--- src/rtl/core/mbbc_pkg.sv ---
// Shared types, constants and coefficient tables for the band-pass biquad cascade.
package mbbc_pkg;

    // Channel count and the address width it needs
    localparam int CHANNELS = 32;
    localparam int CH_AW    = (CHANNELS > 1) ? $clog2(CHANNELS) : 1;

    // Fixed-point widths
    localparam int COEF_W = 24;            // Q2.22 coefficients
    localparam int W_W    = 40;            // delay words, 16 fraction bits
    localparam int ROW_W  = 4 * W_W;       // w1[n-1], w1[n-2], w2[n-1], w2[n-2]
    localparam int TERM_W = 42;            // rounded product, 16 fraction bits
    localparam int ACC_W  = 44;            // accumulators
    localparam int STEP_W = 4;

    // Sequencer steps
    localparam logic [STEP_W-1:0] LAST_STEP = 4'd12;
    localparam logic [STEP_W-1:0] WB_STEP   = 4'd10;

    // Q2.22 coefficients: high-pass section, then low-pass section
    localparam logic signed [COEF_W-1:0] HP_A1 = -24'sd7497035;
    localparam logic signed [COEF_W-1:0] HP_A2 =  24'sd3388786;
    localparam logic signed [COEF_W-1:0] HP_B0 =  24'sd3770031;
    localparam logic signed [COEF_W-1:0] HP_B1 = -24'sd7540063;
    localparam logic signed [COEF_W-1:0] HP_B2 =  24'sd3770031;
    localparam logic signed [COEF_W-1:0] LP_A1 = -24'sd308801;
    localparam logic signed [COEF_W-1:0] LP_A2 =  24'sd723649;
    localparam logic signed [COEF_W-1:0] LP_B0 =  24'sd1152288;
    localparam logic signed [COEF_W-1:0] LP_B1 =  24'sd2304576;
    localparam logic signed [COEF_W-1:0] LP_B2 =  24'sd1152288;

    typedef struct packed {
        logic [4:0]         channel;
        logic signed [15:0] sample;
    } sample_item_t;

    typedef struct packed {
        logic [4:0]         channel_out;
        logic signed [15:0] filtered;
    } result_item_t;

    typedef enum logic [1:0] {
        ST_IDLE,
        ST_LOAD,
        ST_RUN,
        ST_FINISH
    } ctrl_state_t;

    typedef enum logic [3:0] {
        CF_HP_A1,
        CF_HP_A2,
        CF_HP_B0,
        CF_HP_B1,
        CF_HP_B2,
        CF_LP_A1,
        CF_LP_A2,
        CF_LP_B0,
        CF_LP_B1,
        CF_LP_B2
    } coef_sel_t;

    typedef enum logic [2:0] {
        OP_W1A,
        OP_W1B,
        OP_W2A,
        OP_W2B,
        OP_W1N,
        OP_W2N
    } opnd_sel_t;

    typedef enum logic [1:0] {
        ACC_1,
        ACC_2,
        ACC_3
    } acc_sel_t;

    // One multiply-accumulate issued into the datapath
    typedef struct packed {
        logic      issue;
        coef_sel_t coef;
        opnd_sel_t opnd;
        acc_sel_t  acc;
        logic      sub;
    } mac_op_t;

    typedef struct packed {
        logic    capture;
        logic    load;
        mac_op_t mac;
        logic    write;
        logic    out_load;
    } dp_cmd_t;

    typedef struct packed {
        logic chan_ok;
        logic out_free;
    } dp_sts_t;

    // Coefficient lookup
    function automatic logic signed [COEF_W-1:0] coef_value(coef_sel_t sel);
        logic signed [COEF_W-1:0] c;
        unique case (sel)
            CF_HP_A1: c = HP_A1;
            CF_HP_A2: c = HP_A2;
            CF_HP_B0: c = HP_B0;
            CF_HP_B1: c = HP_B1;
            CF_HP_B2: c = HP_B2;
            CF_LP_A1: c = LP_A1;
            CF_LP_A2: c = LP_A2;
            CF_LP_B0: c = LP_B0;
            CF_LP_B1: c = LP_B1;
            CF_LP_B2: c = LP_B2;
            default:  c = '0;
        endcase
        return c;
    endfunction

    // MAC schedule. ACC_1 builds w1, ACC_2 builds w2 (y1 folded in),
    // ACC_3 builds y2. The new w of a section is used once its last
    // accumulate has passed the accumulator and the saturation register.
    function automatic mac_op_t sched_op(logic [STEP_W-1:0] step);
        mac_op_t op;
        op = '{issue: 1'b0, coef: CF_HP_A1, opnd: OP_W1A, acc: ACC_1, sub: 1'b0};
        unique case (step)
            4'd0:  op = '{issue: 1'b1, coef: CF_HP_A1, opnd: OP_W1A, acc: ACC_1, sub: 1'b1};
            4'd1:  op = '{issue: 1'b1, coef: CF_HP_A2, opnd: OP_W1B, acc: ACC_1, sub: 1'b1};
            4'd2:  op = '{issue: 1'b1, coef: CF_LP_A1, opnd: OP_W2A, acc: ACC_2, sub: 1'b1};
            4'd3:  op = '{issue: 1'b1, coef: CF_LP_A2, opnd: OP_W2B, acc: ACC_2, sub: 1'b1};
            4'd4:  op = '{issue: 1'b1, coef: CF_HP_B1, opnd: OP_W1A, acc: ACC_2, sub: 1'b0};
            4'd5:  op = '{issue: 1'b1, coef: CF_HP_B0, opnd: OP_W1N, acc: ACC_2, sub: 1'b0};
            4'd6:  op = '{issue: 1'b1, coef: CF_HP_B2, opnd: OP_W1B, acc: ACC_2, sub: 1'b0};
            4'd7:  op = '{issue: 1'b1, coef: CF_LP_B1, opnd: OP_W2A, acc: ACC_3, sub: 1'b0};
            4'd8:  op = '{issue: 1'b1, coef: CF_LP_B2, opnd: OP_W2B, acc: ACC_3, sub: 1'b0};
            4'd10: op = '{issue: 1'b1, coef: CF_LP_B0, opnd: OP_W2N, acc: ACC_3, sub: 1'b0};
            default: op.issue = 1'b0;
        endcase
        return op;
    endfunction

endpackage

--- src/rtl/core/mbbc_ctrl.sv ---
// Controller: accepts items and sequences the multiply-accumulate schedule.
module mbbc_ctrl
    import mbbc_pkg::*;
(
    input  logic    clk,
    input  logic    rst_n,
    input  logic    sample_valid,
    output logic    sample_stall,
    input  dp_sts_t sts,
    output dp_cmd_t cmd
);

    ctrl_state_t       state_reg, state_next;
    logic [STEP_W-1:0] step_reg, step_next;

    // State and step registers
    always_ff @(posedge clk or negedge rst_n)
    begin
        if (!rst_n)
        begin
            state_reg <= ST_IDLE;
            step_reg  <= '0;
        end
        else
        begin
            state_reg <= state_next;
            step_reg  <= step_next;
        end
    end

    // Next state and datapath commands
    always_comb
    begin
        state_next = state_reg;
        step_next  = step_reg;
        cmd        = '0;
        unique case (state_reg)
            ST_IDLE:
            begin
                if (sample_valid)
                begin
                    cmd.capture = 1'b1;
                    state_next  = ST_LOAD;
                end
            end
            ST_LOAD:
            begin
                cmd.load   = 1'b1;
                step_next  = '0;
                state_next = sts.chan_ok ? ST_RUN : ST_FINISH;
            end
            ST_RUN:
            begin
                cmd.mac   = sched_op(step_reg);
                cmd.write = (step_reg == WB_STEP);
                if (step_reg == LAST_STEP)
                begin
                    state_next = ST_FINISH;
                end
                else
                begin
                    step_next = step_reg + 1'b1;
                end
            end
            ST_FINISH:
            begin
                if (sts.out_free)
                begin
                    cmd.out_load = 1'b1;
                    state_next   = ST_IDLE;
                end
            end
        endcase
    end

    assign sample_stall = (state_reg != ST_IDLE);

    // An accepted item always moves on to the load step
    a_accept_load: assert property (@(posedge clk) disable iff (!rst_n)
        (sample_valid && !sample_stall) |=> (state_reg == ST_LOAD))
        else $error("accepted item did not reach load");

    // Hold the finished result while the output register is occupied
    a_finish_hold: assert property (@(posedge clk) disable iff (!rst_n)
        (state_reg == ST_FINISH && !sts.out_free) |=> (state_reg == ST_FINISH))
        else $error("left finish without an output slot");

endmodule

--- config.mk ---
export PLATFORM = sky130hd
export DESIGN_NAME = mbbc_ctrl
export DESIGN_NICKNAME = d
export VERILOG_FILES = /design/src/rtl/core/mbbc_pkg.sv /design/src/rtl/core/mbbc_ctrl.sv
export SDC_FILE = /design/constraint.sdc
export NUM_CORES = 1
export LEC_CHECK = 0
export BUFFER_PORTS_ARGS = -buffer_cell sky130_fd_sc_hd__buf_2
export CORE_MARGIN = 8
export CORE_UTILIZATION = 54
export DETAILED_ROUTE_END_ITERATION = 16
export PLACE_DENSITY = 0.83
export SLEW_MARGIN = 20
export SYNTH_ARGS = -nofsm -noshare
export SYNTH_HDL_FRONTEND = slang
export SYNTH_SLANG_ARGS = --single-unit
--- constraint.sdc ---
create_clock -name clk -period 3.5 [get_ports clk]
set_clock_uncertainty 0.1 [all_clocks]
set_input_delay 0 -clock clk [delete_from_list [all_inputs] [get_ports clk]]
set_output_delay 0 -clock clk [all_outputs]
set_load 0.01 [all_outputs]
==> reports/metrics.yaml <==
status:
  status: "completed"
clock_tree:
  clkSinkCount: 6
  cts_made_buffers: 3
  cts_tree: "yes"
  insertion_delay_ps: 250
  cts-root-buf: "clkbuf_4"
  cts_buffer_depth: 2
  htreeDepth: 1
  clk_pin_slew_worst_paths_ps: 40
  cts_resized: 0
  cts_setup_buffers: 0
  cts.hold.buffers_added: 3
sta:
  rsz0062_at_grt: "no"
  relSlewSlack: 0.574
  fin_crit_sh: 0.575
  worst-slew-pin-transition_ps: 639
  slew_viol_final: 0
  setup_viol: 0
  fmax_mhz: 497
  finalHoldViolations: 0
  fin_setup_tns_ps: 0
  period_minus_slack_ps: 2010
worst_setup_path:
  critPathLaunchType: "register"
  cp_num_buf_inv: 2
  worst_r2r_path_depth: 5
  max_stage_delay_ps: 430
  arrival_ps: 1910
  worstPathCellList: "inv_1 -> ha_1 -> a21bo_2 -> o21ba_2 -> buf_2"
  path_depth: 5
  worstSetupPathType: "reg -> out"
  cp_max_fo: 12
  end_kind: "output port"
  required_ps: 3400
  cp_top_family: "compound AO/OA/AOI/OAI gates"
  cp_slowest_cell: "ha_1"
route:
  drtIter0Drc: 7
  dr.pass1.iters: 4
  via_per_inst: 5.64
  totalWireLength_mm: 1.70
  via_count: 683
  drt_drc_violations_left: 0
  routedWlPerCell_um: 14.0
  antenna_left: 0
placed_design:
  hpwl_mm: 1.27
  gp_congestion: 0.829
  io_buffer_count: 20
synthesis:
  synthAdderAreaFrac: 0.154
  synth_top_family_by_area: "compound AO/OA/AOI/OAI gates"
  synth_xor_area_frac: 0.0119
  syn_nets: 99
  postSynthAreaPerCell_um2: 8.63
  syn_inst: 85
  ys_seq_area_frac: 0.205
  synth_seq_cells: 6
  synth_compound_area_frac: 0.276
  synthSimpleGateAreaFrac: 0.230
  synthMuxAreaShare: 0.0580
  synth-main-ff-cell: "dfrtp_1"
  yosysUniqueCellTypes: 34
  ys_warn_count: 0
  netlist_area_um2: 733
  async_flop_share: 1.00
  synth_edf_count: 0
global_route:
  track_usage: 0.127
  grt_max_degree: 21
  grt_antenna_before_repair: 0
  grt_pass1_vias: 651
  grt_pass1_wl_mm: 2.74
  overflow: 0
layout:
  area.growth.synth_to_final_pct: 20.0
  nNetsFinal: 122
  layout-drive-gt1-share: 0.292
  largest_register_ffs: 4
  post-route-util: 0.685
  filler_cell_count: 103
  diodes: 0
worst_hold_path:
  min_path_type: "in -> reg"
  hold-path-cell-count: 4
floorplanning:
  die_y_um: 52.9
  rows: 13
  die_x_um: 52.9
  core-area_um2: 1280
  pin_count: 21
  start_util: 0.571
  die-area_um2: 2790
power:
  p_leak_nw: 0.430
  irDropWorstVdd_uv: 495
  powerDensity_nw_per_um2: 796
job:
  drv_cap: 0
==> Yosys cell counts (3+ instances only) <==
master    instances  area, um^2
a21oi_1           4        20.0
and2_1            3        18.8
buf_2             5        25.0
dfrtp_1           6         150
ha_1              9         113
inv_1             6        22.5
nand2_1           5        18.8
nand2b_1          3        18.8
nand3_1           3        15.0
nor2_1            6        22.5
nor2b_1           4        25.0
o21bai_1          3        22.5
==> worst min-delay path: stages <==
cell	delay, ps
buf_2	90
inv_1	40
a211oi_1	60
a2bb2oi_1	140
==> report_power, final <==
group | leakage [nW] | switching (mW) | total (mW) | internal [mW]
combinational | 0.340 | 0.249 | 0.471 | 0.222
sequential | 0.0762 | 0.0678 | 0.167 | 0.0991
clock | 0.0138 | 0.0237 | 0.0624 | 0.0387
total | 0.430 | 0.340 | 0.700 | 0.360
==> path summary, 6_finish.rpt <==
| path | end | start | slack (ps) |
|---|---|---|---|
| setup / recovery | cmd[6] | state_reg[0] | 1490 |
| hold / removal | state_reg[0] | sts[1] | 30 |
| setup reg to reg | state_reg[1] | step_reg[1] | 1600 |
| hold reg to reg | state_reg[0] | state_reg[0] | 510 |
| max in group asynchronous | state_reg[1] | rst_n | 1990 |
| min in group asynchronous | step_reg[3] | rst_n | 540 |
==> final cells by class <==
type	instances	area, um^2	area share
clock buffer	3	22.5	0.0256
tap	15	18.8	0.0213
sequential	6	150	0.171
inverter	6	22.5	0.0256
multi-input combinational	68	536	0.609
timing repair buffer	23	130	0.148
==> metal layers <==
metal	track usage	vias to the layer above	wire (um)	share of wire
li1	-	346	-	-
met1	0.130	315	676	0.40
met2	0.234	16	888	0.52
met3	0.0112	6	87	0.051
met4	0.0905	0	47	0.028
met5	0	-	0	0
==> cells by family after synthesis <==
kind of cell,count (synthesis)
adders and majority gates,9
and+or+nand+nor,30
DFF,6
AOI/OAI and AO/OA,24
xor gates and xnor gates,1
buffers and inverters,11
muxes,4
==> placed cells by master (no fill, tap or decap) <==
cell type / instances
a2bb2oi_1: 1
mux2_2: 2
a22o_1: 1
a21oi_1: 4
nor2_1: 6
o21ba_2: 1
inv_1: 6
a21o_1: 1
xnor2_1: 1
nand2_1: 5
a221oi_1: 1
o22a_1: 2
dfrtp_1: 6
nand3b_1: 1
o21bai_1: 3
nor2b_1: 4
and2_1: 3
nand3_1: 3
a211oi_1: 2
a211oi_2: 1
a21bo_2: 1
nor3b_1: 1
buf_2: 20
clkbuf_4: 3
ha_1: 9
dlygate4sd3_1: 3
nand3_4: 1
a2111oi_4: 1
and2_2: 1
o21ai_0: 2
o41ai_1: 1
a21boi_0: 1
mux2i_1: 2
o21a_1: 1
nand2b_1: 3
nor3_1: 2
==> through the flow <==
| stage | power (mW) | hold slack, ps | setup slack, ps | instances | area, um^2 |
|---|---|---|---|---|---|
| after global placement | 0.613 | -276 | 1690 | 115 | 827 |
| after detailed placement | 0.635 | -277 | 1620 | 115 | 827 |
| after floorplan | 0.519 | -396 | 1770 | 85 | 733 |
| after global routing | 0.766 | 84.0 | 1350 | 121 | 880 |
| final | 0.700 | 25.1 | 1490 | 121 | 880 |
| after CTS | 0.704 | 22.1 | 1480 | 121 | 880 |
Power figures use the tool's default switching activity.
